## config.mk

```make
export PLATFORM = sky130hd
export DESIGN_NAME = npc_ctrl
export DESIGN_NICKNAME = d
export VERILOG_FILES = /design/src/rtl/core/npc_pkg.sv /design/src/rtl/core/npc_ctrl.sv
export SDC_FILE = /design/constraint.sdc
export NUM_CORES = 1
export LEC_CHECK = 0
export BUFFER_PORTS_ARGS = -buffer_cell sky130_fd_sc_hd__buf_2
export CAP_MARGIN = 25
export CORE_UTILIZATION = 40
export DETAILED_ROUTE_END_ITERATION = 6
export PLACE_DENSITY = 0.65
export SLEW_MARGIN = 20
export SYNTH_ARGS = -nofsm -noshare
export SYNTH_HDL_FRONTEND = slang
export SYNTH_SLANG_ARGS = --single-unit
```

## constraint.sdc

```tcl
create_clock -name clk_i -period 2.05 [get_ports clk_i]
set_input_delay 0.1025 -clock clk_i [delete_from_list [all_inputs] [get_ports clk_i]]
set_output_delay 0.1025 -clock clk_i [all_outputs]
set_load 0.01 [all_outputs]
```

## src/rtl/core/npc_pkg.sv

```systemverilog
// ----------------------------------------------------------------------------
// npc_pkg: shared types and constants for the nearest palette colour unit
// Codes, command and status structs, and the fixed sixteen-colour EGA table.
// ----------------------------------------------------------------------------
package npc_pkg;

  localparam int unsigned COMP_W      = 8;
  localparam int unsigned RGB_W       = 24;
  localparam int unsigned COLOR_W     = 32;
  localparam int unsigned PCOUNT_W    = 9;
  localparam int unsigned CFG_IDX_W   = 8;
  localparam int unsigned CFG_DATA_W  = 32;
  localparam int unsigned SQ_W        = 16;
  localparam int unsigned DIST_W      = 19;
  localparam int unsigned EGA_COLORS  = 16;
  localparam int unsigned EGA_IDX_W   = 4;

  localparam logic [DIST_W-1:0] DIST_START = DIST_W'(4 * 256 * 256);
  localparam logic [COLOR_W-1:0] ALL_ONES  = 32'hffff_ffff;

  localparam logic [CFG_IDX_W-1:0] CFG_COLOR_MODE    = 8'd0;
  localparam logic [CFG_IDX_W-1:0] CFG_PALETTE_COUNT = 8'd1;

  typedef enum logic {
    OP_WRITE = 1'b0,
    OP_QUERY = 1'b1
  } op_e;

  typedef enum logic [1:0] {
    MODE_INDEXED = 2'd0,
    MODE_DIRECT  = 2'd1,
    MODE_EGA     = 2'd2,
    MODE_UNKNOWN = 2'd3
  } mode_e;

  typedef enum logic [1:0] {
    RES_PICK,
    RES_QUERY,
    RES_ONES
  } res_sel_e;

  typedef enum logic [1:0] {
    ST_IDLE,
    ST_SCAN,
    ST_DRAIN,
    ST_FINISH
  } ctrl_state_e;

  typedef struct packed {
    logic     wr;
    logic     start;
    logic     issue;
    logic     src_ega;
    logic     load_out;
    res_sel_e res_sel;
  } cmd_t;

  typedef struct packed {
    logic pipe_idle;
  } sts_t;

  localparam logic [RGB_W-1:0] EGA_TABLE [EGA_COLORS] = '{
    24'h000000, 24'h0000aa, 24'h00aa00, 24'h00aaaa,
    24'haa0000, 24'haa00aa, 24'haa5500, 24'haaaaaa,
    24'h555555, 24'h5555ff, 24'h55ff55, 24'h55ffff,
    24'hff5555, 24'hff55ff, 24'hffff55, 24'hffffff
  };

  function automatic logic [COMP_W-1:0] abs_diff(input logic [COMP_W-1:0] a,
                                                 input logic [COMP_W-1:0] b);
    abs_diff = (a > b) ? (a - b) : (b - a);
  endfunction

endpackage

```

## src/rtl/core/npc_ctrl.sv

```systemverilog
// ----------------------------------------------------------------------------
// npc_ctrl: sequencer of the nearest palette colour unit
// Holds the mode and count registers, steps the scan address, waits for the
// distance pipeline to drain and hands the result to the output register.
// ----------------------------------------------------------------------------
module npc_ctrl #(
  parameter int unsigned PALETTE_DEPTH = 256,
  parameter int unsigned SCAN_W        = 8
) (
  input  logic                           clk_i,
  input  logic                           rst_ni,
  input  logic                           in_valid_i,
  input  logic                           in_op_i,
  output logic                           in_ready_o,
  input  logic                           cfg_valid_i,
  input  logic [npc_pkg::CFG_IDX_W-1:0]  cfg_index_i,
  input  logic [npc_pkg::CFG_DATA_W-1:0] cfg_data_i,
  output logic                           cfg_ready_o,
  output logic                           out_valid_o,
  input  logic                           out_ready_i,
  input  npc_pkg::sts_t                  sts_i,
  output npc_pkg::cmd_t                  cmd_o,
  output logic [SCAN_W-1:0]              scan_addr_o
);
  import npc_pkg::*;

  ctrl_state_e         state_q, state_d;
  mode_e               mode_q, mode_d;
  logic [PCOUNT_W-1:0] count_q, count_d;
  logic [SCAN_W-1:0]   cnt_q, cnt_d;
  logic [SCAN_W-1:0]   last_q, last_d;
  logic                src_ega_q, src_ega_d;
  res_sel_e            res_sel_q, res_sel_d;
  logic                out_valid_q, out_valid_d;

  logic                accept;
  logic [PCOUNT_W-1:0] count_sat;

  assign in_ready_o  = (state_q == ST_IDLE);
  assign cfg_ready_o = 1'b1;
  assign accept      = in_valid_i && in_ready_o;
  assign count_sat   = (count_q > PCOUNT_W'(PALETTE_DEPTH)) ? PCOUNT_W'(PALETTE_DEPTH)
                                                            : count_q;
  assign scan_addr_o = cnt_q;
  assign out_valid_o = out_valid_q;

  always_ff @(posedge clk_i or negedge rst_ni) begin
    if (!rst_ni) begin
      state_q     <= ST_IDLE;
      mode_q      <= MODE_INDEXED;
      count_q     <= '0;
      cnt_q       <= '0;
      last_q      <= '0;
      src_ega_q   <= 1'b0;
      res_sel_q   <= RES_PICK;
      out_valid_q <= 1'b0;
    end else begin
      state_q     <= state_d;
      mode_q      <= mode_d;
      count_q     <= count_d;
      cnt_q       <= cnt_d;
      last_q      <= last_d;
      src_ega_q   <= src_ega_d;
      res_sel_q   <= res_sel_d;
      out_valid_q <= out_valid_d;
    end
  end

  always_comb begin
    state_d     = state_q;
    mode_d      = mode_q;
    count_d     = count_q;
    cnt_d       = cnt_q;
    last_d      = last_q;
    src_ega_d   = src_ega_q;
    res_sel_d   = res_sel_q;
    out_valid_d = out_valid_q;
    cmd_o       = '0;
    cmd_o.src_ega = src_ega_q;
    cmd_o.res_sel = res_sel_q;

    if (cfg_valid_i) begin
      if (cfg_index_i == CFG_COLOR_MODE) begin
        mode_d = mode_e'(cfg_data_i[1:0]);
      end else if (cfg_index_i == CFG_PALETTE_COUNT) begin
        count_d = cfg_data_i[PCOUNT_W-1:0];
      end
    end

    unique case (state_q)
      ST_IDLE: begin
        if (accept) begin
          if (in_op_i == OP_WRITE) begin
            cmd_o.wr = 1'b1;
          end else begin
            cmd_o.start = 1'b1;
            cnt_d       = '0;
            unique case (mode_q)
              MODE_INDEXED: begin
                res_sel_d = RES_PICK;
                src_ega_d = 1'b0;
                last_d    = SCAN_W'(count_sat - PCOUNT_W'(1));
                state_d   = (count_sat == '0) ? ST_FINISH : ST_SCAN;
              end
              MODE_DIRECT: begin
                res_sel_d = RES_QUERY;
                state_d   = ST_FINISH;
              end
              MODE_EGA: begin
                res_sel_d = RES_PICK;
                src_ega_d = 1'b1;
                last_d    = SCAN_W'(EGA_COLORS - 1);
                state_d   = ST_SCAN;
              end
              default: begin
                res_sel_d = RES_ONES;
                state_d   = ST_FINISH;
              end
            endcase
          end
        end
      end
      ST_SCAN: begin
        cmd_o.issue = 1'b1;
        if (cnt_q == last_q) begin
          state_d = ST_DRAIN;
        end else begin
          cnt_d = cnt_q + SCAN_W'(1);
        end
      end
      ST_DRAIN: begin
        if (sts_i.pipe_idle) begin
          state_d = ST_FINISH;
        end
      end
      default: begin
        if (!out_valid_q || out_ready_i) begin
          cmd_o.load_out = 1'b1;
          state_d        = ST_IDLE;
        end
      end
    endcase

    if (out_valid_q && out_ready_i) begin
      out_valid_d = 1'b0;
    end
    if (cmd_o.load_out) begin
      out_valid_d = 1'b1;
    end
  end

endmodule
```

==> summary.txt, run 1 <==
Synthesis
  – Post-Synthesis Cells: 192
  – EDFF count, synth: 0
  – Sequential area share after synthesis: 0.4374
  – Synth Register Bits: 33
  – Synth top area share: 0.4374
  – Post-synthesis mux area share: 0.08880
  – Syn Nets: 246
  – Post-Synth XOR/XNOR Area: 0.06030
  – Top-count cell post-synth: dfrtp_1
  – Syn_area_per_cell: 9.834 um2
  – Most frequent cells after synthesis: dfrtp_1, nand2_1, nor2_1
  – Largest family of logic cells by synthesized area: simple AND/OR/NAND/NOR gates
  – Post-Synth Adder-Cell Area: 0.04639
  – Synth area leaders: dfrtp_1, mux2_2, ha_1
  – Syn. warnings: 0
  – Post-synth top flop: dfrtp_1
  – Async set-or-reset flop fraction in the synthesized netlist: 1.000
  – Synth Cell Area: 0.001888 mm2
  – Cell variety after synth: 45
  – Synth Area in Simple Gates: 0.2094
  – Compound-gate portion of the synthesized area: 0.1166
  – Post-synth top area cell: dfrtp_1

CTS
  – Clk sinks: 33
  – H-tree depth: 2
  – CTS buffer count: 5
  – CTS tree: done
  – CTS root buffer: clkbuf_8
  – Latest clock arrival within the worst-skew pair: 0.28 ns
  – Worst-path clk slew: 0.07 ns
  – Clk buf depth: 2

Worst setup path
  – Critical path startpoint category: register
  – CP required: 2.22 ns
  – Crit end category: register
  – Crit path max fanout: 6
  – Crit path kind: reg2reg
  – CP arrival: 2.05 ns

Pwr
  – Clock share of power: 0.206
  – Pwr/cell area: 982.7 mW/mm2
  – Sw Share: 0.3607
  – IR drop worst, VDD: 0.0005404 V
  – Combinational power share: 0.416
  – Sequential power share: 0.378
  – Leakage: 1.191 nW
  – Sw power: 0.8113 mW
  – Internal power: 1.438 mW

Global routing
  – Initial antenna violation count: 0
  – First-pass GRT wire length: 6168 um
  – GRT overflow: 0
  – Gr usage total: 0.1585
  – Pin count of the biggest net entering global routing: 34
  – Vias in the first global route: 1,385

Placement
  – DPL Wire Length: 2863 um
  – Placement Cell Area: 0.002192 mm2
  – Gp weighted congestion: 0.7844
  – PortBufs: 40

Timing
  – Setup violations, final: 0
  – Clock skew: 0.004625 ns
  – Slew Limit Headroom: 0.5169
  – Final hold vios: 0
  – Setup TNS: 0 ns
  – FMAX: 0.5328 GHz
  – Worst Max-Slew Pin Slew: 0.7247 ns
  – Slew Limit Fails: 0
  – Fin crit period: 1.877 ns
  – RSZ-0062 raised after global routing: false
  – Period utilization: 0.9156

Routing
  – Initial DRT Pass Iterations: 6
  – Number of DRC markers in iteration 0: 78
  – Total number of vias: 1,519
  – Metal2 WL: 1749 um
  – ANT nets after route: 0
  – Routed len/inst: 12.37 um
  – Met1 Wirelength: 1740 um
  – Max Used Layer: met4
  – Metal3 WL: 162 um
  – # DRC: 10
  – Via density: 5.097
  – Final wirelength: 3687 um

Worst hold path
  – Hold crit path type: in2reg

Layout
  – FF+latch area: 825.8 um2
  – Multi-input gate area: 992.2 um2
  – Fin area: 0.002288 mm2
  – Fill cells: 437
  – Layout Nets: 299
  – Final Util: 0.5149
  – Ant diodes: 0
  – Layout area overhead: 21.21%
  – Share of layout cells above drive strength 1: 0.3130

Floorplan
  – Die H: 70.71 um
  – Row count: 24
  – Die ar.: 0.004999 mm2
  – Die W: 70.71 um
  – Placeable Area: 0.004444 mm2
  – Io pins: 65
  – Starting Density: 0.4248

Flow run
  – Max-cap violations: 0

Run status
  – Failing checks: DRC
  – Outcome: finished with violations
## final timing paths
path	startpoint	endpoint	slack, ns	depth (start not counted)
min in group asynchronous	rst_ni	out_valid_o	0.41	2
worst min register to register	res_sel_q[1]	res_sel_q[1]	0.48	2
worst max register to register	state_q[1]	scan_addr_o[7]	0.17	7
max in group asynchronous	rst_ni	mode_q[0]	1.17	2
worst min-delay path	cfg_data_i[6]	count_q[6]	0.05	2
worst max-delay path	state_q[1]	scan_addr_o[7]	0.17	7
## cells by family (layout without fill, tap and decap cells)
| family | after synthesis | in the layout |
|---|---|---|
| simple gates | 76 | 76 |
| compound gates | 33 | 33 |
| flops | 33 | 33 |
| mux | 15 | 15 |
| buf+inv | 14 | 68 |
| xor+xnor | 13 | 13 |
| fa+ha+maj | 7 | 7 |
| other cells | 1 | 1 |
## layout make-up
class,instances,share of cell area
inverters,8,0.01312
clock buffers,6,0.03171
flip-flops and latches,33,0.3609
well taps,52,0.02843
multi-input cells,145,0.4336
clock inverters,2,0.004374
repair buffers,52,0.1279
## state kept, by name, summed over array words and instances, names as in the netlist
signal / cells
res_sel_q: 2
count_q: 9
last_q: 8
src_ega_q: 1
state_q: 2
mode_q: 2
scan_addr_o: 8
out_valid_o: 1
## placed cells by master (no fill, tap or decap), types with 2 or more instances in the layout
master and instances:
nor2b_1 2, nand3_1 7, inv_1 8, or4_1 2, ha_1 7, nor2_1 18
nor4_2 2, nor3_1 4, xnor2_1 4, o21ai_0 11, clkbuf_8 5, mux2_2 10
a21oi_1 4, nand2_1 22, nand2b_1 7, dfrtp_1 33, buf_4 11, a31oi_1 3
and3_2 2, clkinv_2 2, a22o_1 2, buf_2 40, xor2_1 9, mux2i_1 4
and4b_1 3
## power by group through the flow
stage               Combinational [mW]  Sequential, mW  Clock, mW
floorplan                        0.613           0.880          0
global placement                 0.912           0.860          0
detailed placement               0.927           0.862          0
CTS                              0.931           0.851      0.483
global route                      1.04           0.866      0.505
finish                           0.935           0.850      0.464
## through the flow
step / total power, mW / setup WS, ns / hold WS [ns] / instances
finish: 2.249 / 0.1731 / 0.05339 / 298
global route: 2.414 / 0.01953 / 0.04657 / 298
CTS: 2.265 / 0.1406 / 0.04214 / 298
detailed placement: 1.790 / 0.1583 / 0.2073 / 289
global placement: 1.772 / 0.1699 / 0.2008 / 289
floorplan: 1.492 / 0.1087 / -0.1931 / 192
## repair_timing
item / CTS / global route
setup endpoints to repair: 0 / 2
resized for setup: 0 / 1
endpoints found under the hold margin: 33 / 0
setup buffers: 0 / 0
hold buffers: 1 / 0
## metal layers
| metal | global-route usage | vias up |
|---|---|---|
| met4 | 0.05333 | 0 |
| li1 | - | 783 |
| met5 | 0 | - |
| met3 | 0.03846 | 4 |
| met2 | 0.2639 | 41 |
| met1 | 0.2029 | 691 |
## critical path, stage by stage (launching register included)
cell      delay, ns
dfrtp_1        0.41
inv_1          0.08
ha_1           0.24
a21boi_0       0.16
o21bai_2       0.27
nor3_1         0.28
a21oi_1        0.10
a31o_2         0.22
(Power assumes the default switching activity.)
==> run 2, diff against run 1 <==
--- a/config.mk
+++ b/config.mk
@@ -7,9 +7,10 @@
 export LEC_CHECK = 0
 export BUFFER_PORTS_ARGS = -buffer_cell sky130_fd_sc_hd__buf_2
 export CAP_MARGIN = 25
-export CORE_UTILIZATION = 40
+export CORE_UTILIZATION = 35
+export CTS_CLUSTER_DIAMETER = 40
 export DETAILED_ROUTE_END_ITERATION = 6
-export PLACE_DENSITY = 0.65
+export PLACE_DENSITY = 0.58
 export SLEW_MARGIN = 20
 export SYNTH_ARGS = -nofsm -noshare
 export SYNTH_HDL_FRONTEND = slang
==> run 2 against run 1 <==
First-iteration DRC count down 59%. Utilization down 6.7 points. Non-clock buffer count down 1. Via count about the same. Clock power up 4.7%. Maximum frequency down 0.46%. Design area up 0.66%. The run now ends clean. Critical endpoint is now state_q[1]. Sequential power up 0.5%. Power up 0.50%. Wire length up 4.2%. Sequential share of layout area down 0.24 points. Register-to-register slack about the same.
==> summary.txt, run 2 (same netlist as run 1, synthesis figures left out) <==
Timing
  – Final hold vios: 0
  – Setup TNS: 0 ns
  – Slew Limit Headroom: 0.5108
  – WHS: 0.04280 ns
  – Clock skew: 0.002751 ns
  – Fin crit period: 1.886 ns
  – Worst Max-Slew Pin Slew: 0.7338 ns
  – RSZ-0062 raised after global routing: false
  – Setup violations, final: 0
  – Setup WS post-layout: 0.1645 ns
  – Slew Limit Fails: 0
  – FMAX: 0.5304 GHz
  – Period utilization: 0.9198

Worst setup path
  – Crit path max fanout: 6
  – CP required: 2.23 ns
  – Crit end category: register
  – CP arrival: 2.06 ns
  – Critical path startpoint category: register
  – Crit path kind: reg2reg

Floorplan
  – Die H: 75.45 um
  – Placeable Area: 0.005140 mm2
  – Die ar.: 0.005692 mm2
  – Starting Density: 0.3673
  – Io pins: 65
  – Row count: 26
  – Die W: 75.45 um

Pwr
  – Power Total: 2.260 mW
  – Leakage: 1.186 nW
  – Pwr/cell area: 981.2 mW/mm2
  – IR drop worst, VDD: 0.0003967 V

Routing
  – Total number of vias: 1,520
  – Initial DRT Pass Iterations: 4
  – ANT nets after route: 0
  – Routed len/inst: 12.19 um
  – Final wirelength: 3841 um
  – Number of DRC markers in iteration 0: 32
  – # DRC: 0
  – Via density: 4.825

Layout
  – Commonest non-fill, non-tap cell in the layout: buf_2
  – Ant diodes: 0
  – Largest register FFs: 9
  – Most frequent cells in the layout: buf_2, dfrtp_1, nand2_1, nor2_1, o21ai_0
  – Layout area overhead: 22.00%
  – Layout Nets: 298
  – Reg with most FFs: count_q
  – Final cell count without fillers: 315
  – Share of layout cells above drive strength 1: 0.3102

Run status
  – Outcome: finished clean

Worst hold path
  – Hold crit path type: in2reg

CTS
  – H-tree depth: 2
  – CTS buffer count: 5
  – # Post-CTS Setup Buffers: 0
  – Latest clock arrival within the worst-skew pair: 0.29 ns
  – Clk buf depth: 2
  – Worst-path clk slew: 0.07 ns
  – Clk sinks: 33
  – CTS root buffer: clkbuf_8
  – CTS tree: done

Placement
  – Pre-CTS setup slack: 0.1395 ns
  – PortBufs: 40
  – DPL Wire Length: 2930 um
  – Dpl cells: 306
  – Gp weighted congestion: 0.7739

Global routing
  – Vias in the first global route: 1,442
  – Initial antenna violation count: 0
  – GRT overflow: 0
  – Pin count of the biggest net entering global routing: 34
  – Gr usage total: 0.1523
  – First-pass GRT wire length: 6430 um

Flow run
  – Max-cap violations: 0
[run 2: worst max-delay path, cell delays in order, from the launching register on]
cell and delay, ns:
dfrtp_1 0.41, inv_1 0.08, ha_1 0.25, buf_4 0.17, and4b_1 0.18, a221oi_1 0.34
nor2_1 0.08, mux2_4 0.27
[run 2: final timing paths]
path                          startpoint            to  slack (ns)  cells after the start
hold reg to reg             res_sel_q[0]  res_sel_q[0]        0.48                      2
min in group asynchronous         rst_ni   out_valid_o        0.41                      2
setup reg to reg              state_q[1]    state_q[1]        0.16                      7
setup / recovery              state_q[1]    state_q[1]        0.16                      7
max in group asynchronous         rst_ni    count_q[0]        1.18                      2
hold / removal             cfg_data_i[5]    count_q[5]        0.04                      2
[run 2: what timing repair did]
action	in CTS	in global routing
hold buffers	1	0
gates resized for setup	0	1
endpoints found under the hold margin	33	0
endpoints found under the setup margin	0	2
[run 2: cell type report]
type	count	area, um2
fillers	513	2836
flip-flops and latches	33	825.8
clock buffers	6	72.57
well taps	70	87.58
multi-input cells	145	992.2
clock inverters	2	10.01
repair buffers	51	285.3
inverters	8	30.03
[run 2: stage by stage]
step | cell area [um2] | utilization
CTS | 2300 | 0.4474
detailed placement | 2207 | 0.4294
global route | 2303 | 0.4482
global placement | 2207 | 0.4294
finish | 2303 | 0.4482
floorplan | 1888 | -
[run 2: routing by layer]
metal,vias up,share of wire,global-route usage
met5,-,0,0
met4,0,0.017,0.06173
met3,8,0.041,0.03571
met2,45,0.44,0.2490
met1,685,0.50,0.1947
li1,782,-,-
[run 2: where the power goes]
part,switching [mW],internal (mW)
clock network,0.250,0.235
logic,0.487,0.433
registers,0.0910,0.763
total,0.828,1.43
